===== src/sbfd_pkg.sv =====
// sbfd_pkg: shared types and constants for the sync byte frame deframer
// no dependencies; imported by the front, queue, back and top modules
`timescale 1ns / 1ps
`default_nettype none

package sbfd_pkg;

	// sync pair: header bytes 0 and 1
	localparam logic [7:0] SYNC_FIRST  = 8'h81;
	localparam logic [7:0] SYNC_SECOND = 8'h40;

	// result kinds
	localparam logic [1:0] KIND_NONE  = 2'd0;
	localparam logic [1:0] KIND_DATA  = 2'd1;
	localparam logic [1:0] KIND_DONE  = 2'd2;
	localparam logic [1:0] KIND_ABORT = 2'd3;

	// byte positions within a frame
	localparam logic [9:0] POS_RESTART = 10'd2;
	localparam logic [9:0] POS_TYPE    = 10'd4;
	localparam logic [9:0] POS_COUNT   = 10'd5;
	localparam logic [9:0] POS_EA_LO   = 10'd6;
	localparam logic [9:0] POS_EA_HI   = 10'd7;
	localparam logic [9:0] POS_SA_LO   = 10'd8;
	localparam logic [9:0] POS_SA_HI   = 10'd9;
	localparam logic [9:0] POS_CK_LO   = 10'd10;
	localparam logic [9:0] POS_CK_HI   = 10'd11;
	localparam logic [9:0] POS_PAYLOAD = 10'd12;

	// one classified byte handed from front to back
	typedef struct packed {
		logic [7:0] data;
		logic       sync;
	} sbfd_item_t;

endpackage

`default_nettype wire


===== src/sync_byte_frame_deframer_top.sv =====
// sync_byte_frame_deframer_top: byte stream in, one result beat per byte out
// depends on sbfd_pkg, sbfd_front, sbfd_queue and sbfd_back
`timescale 1ns / 1ps
`default_nettype none

// channel   direction  handshake              payload
// in        input      in_valid / in_ready    rx_byte
// out       output     out_valid / out_ready  kind, payload_byte, payload_index,
//                                             frame_type, sample_count, start_angle,
//                                             end_angle, frame_checksum
//
// one input beat per cycle sustained while the output is not stalled, exactly one output beat per input beat
// each byte passes through the classifier queue, then through the result register
// in_ready drops only while the QUEUE_DEPTH-entry queue is full
// arst_n clears the frame state, queue pointers and the previous-byte register
// a stalled output holds its beat; the queue soaks up input until it fills

module sync_byte_frame_deframer_top import sbfd_pkg::*; #(
	parameter int QUEUE_DEPTH = 2
) (
	input  wire logic        clk,
	input  wire logic        arst_n,
	input  wire logic        in_valid,
	output logic             in_ready,
	input  wire logic [7:0]  rx_byte,
	output logic             out_valid,
	input  wire logic        out_ready,
	output logic [1:0]       kind,
	output logic [7:0]       payload_byte,
	output logic [8:0]       payload_index,
	output logic [7:0]       frame_type,
	output logic [7:0]       sample_count,
	output logic [15:0]      start_angle,
	output logic [15:0]      end_angle,
	output logic [15:0]      frame_checksum
);

	// front to queue
	logic       push;
	sbfd_item_t push_item;
	logic       q_full;

	// queue to back
	logic       pop;
	logic       q_avail;
	sbfd_item_t pop_item;

	// front: tracks the previous byte and marks the second byte of a sync pair
	sbfd_front u_front (
		.clk      (clk),
		.arst_n   (arst_n),
		.in_valid (in_valid),
		.in_ready (in_ready),
		.rx_byte  (rx_byte),
		.q_full   (q_full),
		.push     (push),
		.item     (push_item)
	);

	// queue: decouples byte intake from result delivery
	sbfd_queue #(
		.DEPTH (QUEUE_DEPTH)
	) u_queue (
		.clk      (clk),
		.arst_n   (arst_n),
		.push     (push),
		.item_in  (push_item),
		.full     (q_full),
		.pop      (pop),
		.avail    (q_avail),
		.item_out (pop_item)
	);

	// back: header, extras and payload sequencing, result register
	sbfd_back u_back (
		.clk            (clk),
		.arst_n         (arst_n),
		.avail          (q_avail),
		.item           (pop_item),
		.pop            (pop),
		.out_valid      (out_valid),
		.out_ready      (out_ready),
		.kind           (kind),
		.payload_byte   (payload_byte),
		.payload_index  (payload_index),
		.frame_type     (frame_type),
		.sample_count   (sample_count),
		.start_angle    (start_angle),
		.end_angle      (end_angle),
		.frame_checksum (frame_checksum)
	);

endmodule

`default_nettype wire


===== src/sbfd_front.sv =====
// sbfd_front: accepts received bytes and flags the second byte of a sync pair
// depends on sbfd_pkg; feeds sbfd_queue
`timescale 1ns / 1ps
`default_nettype none

module sbfd_front import sbfd_pkg::*; (
	input  wire logic       clk,
	input  wire logic       arst_n,
	input  wire logic       in_valid,
	output logic            in_ready,
	input  wire logic [7:0] rx_byte,
	input  wire logic       q_full,
	output logic            push,
	output sbfd_item_t      item
);

	logic [7:0] prev_q;

	assign in_ready  = !q_full;
	assign push      = in_valid && in_ready;
	assign item.data = rx_byte;
	assign item.sync = (prev_q == SYNC_FIRST) && (rx_byte == SYNC_SECOND);

	// byte of the previous beat, kept whatever the frame state
	always_ff @(posedge clk or negedge arst_n) begin
		if (!arst_n) begin
			prev_q <= '0;
		end else if (push) begin
			prev_q <= rx_byte;
		end
	end

endmodule

`default_nettype wire


===== src/sbfd_queue.sv =====
// sbfd_queue: short fifo of classified bytes between front and back
// depends on sbfd_pkg
`timescale 1ns / 1ps
`default_nettype none

module sbfd_queue import sbfd_pkg::*; #(
	parameter int DEPTH = 2
) (
	input  wire logic       clk,
	input  wire logic       arst_n,
	input  wire logic       push,
	input  wire sbfd_item_t item_in,
	output logic            full,
	input  wire logic       pop,
	output logic            avail,
	output sbfd_item_t      item_out
);

	localparam int PW = (DEPTH > 1) ? $clog2(DEPTH) : 1;
	localparam int CW = $clog2(DEPTH + 1);
	localparam logic [PW-1:0] LAST = PW'(DEPTH - 1);
	localparam logic [CW-1:0] FULL_CNT = CW'(DEPTH);

	sbfd_item_t      mem_q [DEPTH];
	logic [PW-1:0]   wr_q;
	logic [PW-1:0]   rd_q;
	logic [CW-1:0]   cnt_q;

	assign full     = (cnt_q == FULL_CNT);
	assign avail    = (cnt_q != '0);
	assign item_out = mem_q[rd_q];

	always_ff @(posedge clk) begin
		if (push) begin
			mem_q[wr_q] <= item_in;
		end
	end

	always_ff @(posedge clk or negedge arst_n) begin
		if (!arst_n) begin
			wr_q  <= '0;
			rd_q  <= '0;
			cnt_q <= '0;
		end else begin
			if (push) begin
				wr_q <= (wr_q == LAST) ? '0 : wr_q + PW'(1);
			end
			if (pop) begin
				rd_q <= (rd_q == LAST) ? '0 : rd_q + PW'(1);
			end
			if (push && !pop) begin
				cnt_q <= cnt_q + CW'(1);
			end else if (pop && !push) begin
				cnt_q <= cnt_q - CW'(1);
			end
		end
	end

	a_no_overflow: assert property (@(posedge clk) disable iff (!arst_n)
		full |-> !push)
		else $error("queue written while full");

	a_no_underflow: assert property (@(posedge clk) disable iff (!arst_n)
		!avail |-> !pop)
		else $error("queue read while empty");

	a_count_bound: assert property (@(posedge clk) disable iff (!arst_n)
		cnt_q <= FULL_CNT)
		else $error("queue count beyond depth");

endmodule

`default_nettype wire


===== src/sbfd_back.sv =====
// sbfd_back: frame state machine and registered result beat
// depends on sbfd_pkg; drains sbfd_queue
`timescale 1ns / 1ps
`default_nettype none

module sbfd_back import sbfd_pkg::*; (
	input  wire logic        clk,
	input  wire logic        arst_n,
	input  wire logic        avail,
	input  wire sbfd_item_t  item,
	output logic             pop,
	output logic             out_valid,
	input  wire logic        out_ready,
	output logic [1:0]       kind,
	output logic [7:0]       payload_byte,
	output logic [8:0]       payload_index,
	output logic [7:0]       frame_type,
	output logic [7:0]       sample_count,
	output logic [15:0]      start_angle,
	output logic [15:0]      end_angle,
	output logic [15:0]      frame_checksum
);

	localparam logic [1:0] PH_HUNT    = 2'd0;
	localparam logic [1:0] PH_HEAD    = 2'd1;
	localparam logic [1:0] PH_PAYLOAD = 2'd2;

	logic [1:0]  ph_q, ph_n;
	logic [9:0]  pos_q, pos_n;
	logic [7:0]  ht_q, ht_n;
	logic [7:0]  hc_q, hc_n;
	logic [15:0] ea_q, ea_n;
	logic [15:0] sa_q, sa_n;
	logic [15:0] ck_q, ck_n;

	logic        out_valid_q;
	logic [1:0]  kind_q, kind_n;
	logic [7:0]  pb_q, pb_n;
	logic [8:0]  pi_q, pi_n;
	logic [7:0]  ft_q, ft_n;
	logic [7:0]  sc_q, sc_n;
	logic [15:0] sa_out_q, sa_out_n;
	logic [15:0] ea_out_q, ea_out_n;
	logic [15:0] ck_out_q, ck_out_n;

	logic [9:0]  idx;
	logic [8:0]  total;
	logic        last;

	assign pop = avail && (!out_valid_q || out_ready);

	assign idx   = pos_q - POS_PAYLOAD;
	assign total = {hc_q, 1'b0};
	assign last  = ({1'b0, idx} + 11'd1) >= {2'b00, total};

	always_comb begin
		ph_n     = ph_q;
		pos_n    = pos_q;
		ht_n     = ht_q;
		hc_n     = hc_q;
		ea_n     = ea_q;
		sa_n     = sa_q;
		ck_n     = ck_q;
		kind_n   = KIND_NONE;
		pb_n     = '0;
		pi_n     = '0;
		ft_n     = '0;
		sc_n     = '0;
		sa_out_n = '0;
		ea_out_n = '0;
		ck_out_n = '0;

		if (ph_q != PH_HEAD && ph_q != PH_PAYLOAD) begin
			ph_n = PH_HUNT;
			if (item.sync) begin
				ph_n  = PH_HEAD;
				pos_n = POS_RESTART;
				ht_n  = '0;
				hc_n  = '0;
				ea_n  = '0;
				sa_n  = '0;
				ck_n  = '0;
			end
		end else if (item.sync) begin
			// resync inside a frame: report what was held, then restart
			kind_n   = KIND_ABORT;
			ft_n     = ht_q;
			sc_n     = hc_q;
			sa_out_n = sa_q;
			ea_out_n = ea_q;
			ck_out_n = ck_q;
			ph_n     = PH_HEAD;
			pos_n    = POS_RESTART;
			ht_n     = '0;
			hc_n     = '0;
			ea_n     = '0;
			sa_n     = '0;
			ck_n     = '0;
		end else if (ph_q == PH_HEAD) begin
			case (pos_q)
				POS_TYPE:  ht_n = item.data;
				POS_COUNT: hc_n = item.data;
				POS_EA_LO: ea_n = {ea_q[15:8], item.data};
				POS_EA_HI: ea_n = {item.data, ea_q[7:0]};
				POS_SA_LO: sa_n = {sa_q[15:8], item.data};
				POS_SA_HI: sa_n = {item.data, sa_q[7:0]};
				POS_CK_LO: ck_n = {ck_q[15:8], item.data};
				POS_CK_HI: ck_n = {item.data, ck_q[7:0]};
				default:   ;
			endcase
			if (pos_q >= POS_CK_HI) begin
				if (hc_n == '0) begin
					// empty payload ends on the last extra byte
					kind_n   = KIND_DONE;
					ft_n     = ht_n;
					sc_n     = hc_n;
					sa_out_n = sa_n;
					ea_out_n = ea_n;
					ck_out_n = ck_n;
					ph_n     = PH_HUNT;
					pos_n    = '0;
				end else begin
					ph_n  = PH_PAYLOAD;
					pos_n = POS_PAYLOAD;
				end
			end else begin
				pos_n = pos_q + 10'd1;
			end
		end else begin
			pb_n     = item.data;
			pi_n     = idx[8:0];
			ft_n     = ht_q;
			sc_n     = hc_q;
			sa_out_n = sa_q;
			ea_out_n = ea_q;
			ck_out_n = ck_q;
			if (last) begin
				kind_n = KIND_DONE;
				ph_n   = PH_HUNT;
				pos_n  = '0;
			end else begin
				kind_n = KIND_DATA;
				pos_n  = pos_q + 10'd1;
			end
		end
	end

	always_ff @(posedge clk or negedge arst_n) begin
		if (!arst_n) begin
			ph_q        <= PH_HUNT;
			pos_q       <= '0;
			ht_q        <= '0;
			hc_q        <= '0;
			ea_q        <= '0;
			sa_q        <= '0;
			ck_q        <= '0;
			out_valid_q <= 1'b0;
		end else begin
			if (pop) begin
				ph_q  <= ph_n;
				pos_q <= pos_n;
				ht_q  <= ht_n;
				hc_q  <= hc_n;
				ea_q  <= ea_n;
				sa_q  <= sa_n;
				ck_q  <= ck_n;
			end
			if (pop) begin
				out_valid_q <= 1'b1;
			end else if (out_ready) begin
				out_valid_q <= 1'b0;
			end
		end
	end

	always_ff @(posedge clk) begin
		if (pop) begin
			kind_q   <= kind_n;
			pb_q     <= pb_n;
			pi_q     <= pi_n;
			ft_q     <= ft_n;
			sc_q     <= sc_n;
			sa_out_q <= sa_out_n;
			ea_out_q <= ea_out_n;
			ck_out_q <= ck_out_n;
		end
	end

	assign out_valid      = out_valid_q;
	assign kind           = kind_q;
	assign payload_byte   = pb_q;
	assign payload_index  = pi_q;
	assign frame_type     = ft_q;
	assign sample_count   = sc_q;
	assign start_angle    = sa_out_q;
	assign end_angle      = ea_out_q;
	assign frame_checksum = ck_out_q;

	a_none_is_blank: assert property (@(posedge clk) disable iff (!arst_n)
		(out_valid && kind == KIND_NONE) |->
		(payload_byte == '0 && payload_index == '0 && frame_type == '0 &&
		sample_count == '0 && start_angle == '0 && end_angle == '0 &&
		frame_checksum == '0))
		else $error("empty result carries data");

	a_abort_no_payload: assert property (@(posedge clk) disable iff (!arst_n)
		(out_valid && kind == KIND_ABORT) |->
		(payload_byte == '0 && payload_index == '0))
		else $error("abort result carries a payload byte");

	a_index_in_frame: assert property (@(posedge clk) disable iff (!arst_n)
		(out_valid && kind == KIND_DATA) |->
		({1'b0, payload_index} + 10'd1 < {1'b0, sample_count, 1'b0}))
		else $error("payload index past end of frame");

	a_resync_restarts: assert property (@(posedge clk) disable iff (!arst_n)
		(pop && item.sync) |=> (ph_q == PH_HEAD && pos_q == POS_RESTART))
		else $error("sync pair did not restart the frame");

endmodule

`default_nettype wire


===== config.mk =====
export PLATFORM = sky130hd
export DESIGN_NAME = sync_byte_frame_deframer_top
export DESIGN_NICKNAME = d
export VERILOG_FILES = /design/src/sbfd_pkg.sv /design/src/sync_byte_frame_deframer_top.sv /design/src/sbfd_front.sv /design/src/sbfd_queue.sv /design/src/sbfd_back.sv
export SDC_FILE = /design/constraint.sdc
export NUM_CORES = 1
export LEC_CHECK = 0
export BUFFER_PORTS_ARGS = -buffer_cell sky130_fd_sc_hd__buf_2
export CORE_UTILIZATION = 59
export DETAILED_ROUTE_END_ITERATION = 12
export PLACE_DENSITY = 0.8
export SLEW_MARGIN = 30
export SYNTH_ARGS = -nofsm -noshare
export SYNTH_HDL_FRONTEND = slang
export SYNTH_SLANG_ARGS = --single-unit

===== constraint.sdc =====
create_clock -name clk -period 4.5 [get_ports clk]
set_input_delay 1.125 -clock clk [delete_from_list [all_inputs] [get_ports clk]]
set_output_delay 1.125 -clock clk [all_outputs]
set_load 0.01 [all_outputs]

==> impl_metrics.csv <==
group,metric,value,unit
status,status,"complete, no violations",
final_layout,layout-area-overhead-vs-synth,13.7,%
clock_network,clk-insertion-delay-late,0.44,ns
floorplan,die_height,123,um
route,total_detailed_routing_wirelength,21.5,mm
clock_network,post_cts_resize_count,0,
floorplan,io_pins,97,
final_layout,layout-drive-gt1-share,19.2,%
grt,grt_usage,30.2,%
synth,ys_top_cells_by_area,"sky130_fd_sc_hd__edfxtp_1 35%, sky130_fd_sc_hd__dfrtp_1 26%, sky130_fd_sc_hd__a22o_1 6.4%",
worst_hold_path,worstHoldPathType,"reg2reg",
sta,slew_viol_final,0,
job,max-cap-violations,0,
floorplan,initial_core_util,61.6,%
synth,synthesis.area,8680,sq um
grt,grt_pass1_wl,33.7,mm
setup_path,timing.critical_path.slowest_stage_cell,"sky130_fd_sc_hd__a31oi_1",
sta,final-hold-violation-count,0,
final_layout,final_cell_utilization_of_the_core,70.1,%
synth,yosysWarnings,0,
setup_path,critPathKind,"reg2reg",
synth,synthMostInstantiatedCell,"sky130_fd_sc_hd__edfxtp_1",
synth,post_syn_nets,749,
synth,synth_seq_area_share,60.6,%
clock_network,cts_tree,"built",
synth,syn_area_per_cell,12.1,sq um
clock_network,cts_sinks,190,
setup_path,critPathMaxStageDelay,0.69,ns
clock_network,htree_num_levels,4,
sta,post-route-period-util,89.2,%
final_layout,final_cells,998,
floorplan,core_area,14100,sq um
clock_network,post-cts-setup-buffer-count,0,
synth,synthArstFlopShare,46.8,%
route,vias_per_cell,6.45,
placed_design,placedCellCount,966,
setup_path,required,4.83,ns
synth,synthesis.instances,719,
synth,count_of_cell_types_in_the_netlist,63,
placed_design,dp_hpwl,14.6,mm
grt,grt_remaining_overflow,0,
placed_design,placement.cell_area,9280,sq um
route,avgRoutedWirePerCell,21.5,um
route,dr.pass1.iters,6,
sta,rsz0062_at_grt,"false",
grt,grt_start_max_net_pins,84,
setup_path,worstPathCellList,"ha_1, xor2_1, or4_4, xor2_1, ha_1, o21a_1, o221ai_1, a21o_1, a31oi_1, o21ai_0, a21o_1",
setup_path,timing.critical_path.from_type,"flip-flop",
route,detailroute.via_count,6440,
floorplan,dieWidth,123,um
synth,synthDominantCellAreaShare,34.9,%
route,drc,0,
power,worst_ir_drop_vdd,0.393,mV
sta,finalSetupViolations,0,
sta,max_freq,249,MHz
setup_path,critical_path.max_fanout,14,
clock_network,path_clk_slew,0.07,ns
route,detail_route.iter0.violations,747,
sta,slew_headroom,43.7,%
placed_design,place_congestion,0.903,
synth,synth.largest_area_cell,"sky130_fd_sc_hd__edfxtp_1",
clock_network,cts_buffer_depth,2,
setup_path,worstSetupEndpointType,"flip-flop",
synth,ys_top_cells_by_count,"101 x sky130_fd_sc_hd__edfxtp_1, 89 x sky130_fd_sc_hd__dfrtp_1, 63 x sky130_fd_sc_hd__a22o_1",
sta,setup-tns-final,0,ns
clock_network,tritoncts.num_buffers,17,
final_layout,antenna_cells,0,
setup_path,worstPathArrival,4.34,ns
sta,worstMarginPinSlew,0.841,ns
grt,first_global_vias,6208,
synth,post_synth_edffs,101,
sta,final.hold.worst_slack,0.495,ns
floorplan,num_rows,43,
sta,worst_clock_skew,0.00728,ns
synth,primary_flip_flop_cell_chosen_by_synthesis_mapping,"sky130_fd_sc_hd__edfxtp_1",
synth,synth-seq-cells,190,
final_layout,design_area,9880,sq um
power,powerDensity,581,nW/um^2
power,p_leak,4.02,nW
grt,antenna_found_initial,0,
floorplan,die_area,15200,sq um
clock_network,clock_tree.root_cell,"sky130_fd_sc_hd__clkbuf_16",
sta,final.min_clock_period,4.01,ns
placed_design,io_buffer_count,96,
route,final_antenna_net_count,0,
final_layout,design.final.nets,835,
clock_network,cts-hold-fix-buffers,0,
routing by layer:
metal	track usage (%)	up-vias	wire length [um]	share of wire, %
met4	16.7	0	947	4.4
met1	39.0	3133	8360	39
li1	-	2870	-	-
met3	6.73	69	1750	8.2
met2	47.7	368	10400	48
met5	0	-	0	0
where the power goes:
part           total, mW  switching, mW  internal, mW
clock network       1.51          0.655         0.854
logic               1.79           1.28         0.502
registers           2.45          0.147          2.30
total               5.74           2.09          3.65
cells in the final DEF (no fill, tap or decap), drive strengths merged, types with 6 or more instances in the layout:
cell    synthesis  layout
xor2            9       9
mux2           19      19
buf            14     102
nor4            8       8
edfxtp        101     101
mux2i          12      12
xnor2          13      13
inv            50      51
dfrtp          89      89
o32ai          41      41
nand2          58      58
nor2           57      57
a22o           63      63
nand4           6       6
nor3           19      19
nand3          24      24
ha             18      18
clkbuf         21      21
and2            7       7
a21oi          11      11
o21ai          29      29
path summary, 6_finish.rpt:
check	start	end	slack, ns	cells after the start
setup / recovery	u_back.pos_q[2]$_DFFE_PN0P_	u_back.pos_q[6]$_DFFE_PN0P_	0.49	11
hold / removal	u_back.ck_q[14]$_DFFE_PN0P_	u_back.ck_q[14]$_DFFE_PN0P_	0.50	2
setup reg to reg	u_back.pos_q[2]$_DFFE_PN0P_	u_back.pos_q[6]$_DFFE_PN0P_	0.49	11
hold reg to reg	u_back.ck_q[14]$_DFFE_PN0P_	u_back.ck_q[14]$_DFFE_PN0P_	0.50	2
max in group asynchronous	arst_n	u_back.ck_q[13]$_DFFE_PN0P_	3.08	2
min in group asynchronous	arst_n	u_front.prev_q[5]$_DFFE_PN0P_	0.68	1
state kept, by name (all words and copies together), names as in the netlist, 2 cells and up:
name                   flops
u_back.ea_q               16
u_back.ck_q               16
u_back.kind                2
u_back.pos_q              10
u_back.payload_index       9
u_back.ht_q                8
u_back.sample_count        8
u_back.frame_type          8
u_back.hc_q                8
u_back.ph_q                2
u_back.end_angle          16
u_back.payload_byte        8
u_queue.mem_q             18
u_back.start_angle        16
u_back.sa_q               16
u_front.prev_q             8
u_back.frame_checksum     16
u_queue.cnt_q              2
critical path: cells and delay by family (launching register included):
| family | cells | cell delay [ns] |
|---|---|---|
| AO/OA/AOI/OAI | 6 | 1.59 |
| adder cells (fa/ha/maj) | 2 | 0.82 |
| flip-flops | 1 | 0.62 |
| AND/OR/NAND/NOR | 1 | 0.48 |
| XOR/XNOR | 2 | 0.39 |
area by class of cell:
cell class | instances | area, sq um
sequential | 190 | 5260
inverter | 50 | 189
multi-input combinational | 444 | 3070
timing repair buffer | 102 | 536
clock buffer | 21 | 460
fill | 1001 | 4220
tap | 180 | 225
clock inverter | 11 | 133
metrics by stage:
stage          setup WS, ns  power (mW)
2_1_floorplan         0.251        3.56
3_3_place_gp          0.735        4.15
3_5_place_dp          0.528        4.24
4_1_cts               0.507        5.74
5_1_grt               0.201        6.00
6_report              0.488        5.74
logic make-up after synthesis:
logic type / share of synthesized area [%]
and+or+nand+nor: 11.0
DFF: 60.6
AOI/OAI and AO/OA: 15.6
buffers and inverters: 4.03
muxes: 4.03
xor gates and xnor gates: 2.22
adders and majority gates: 2.59
Note: power is estimated with default switching activity, not from simulation.
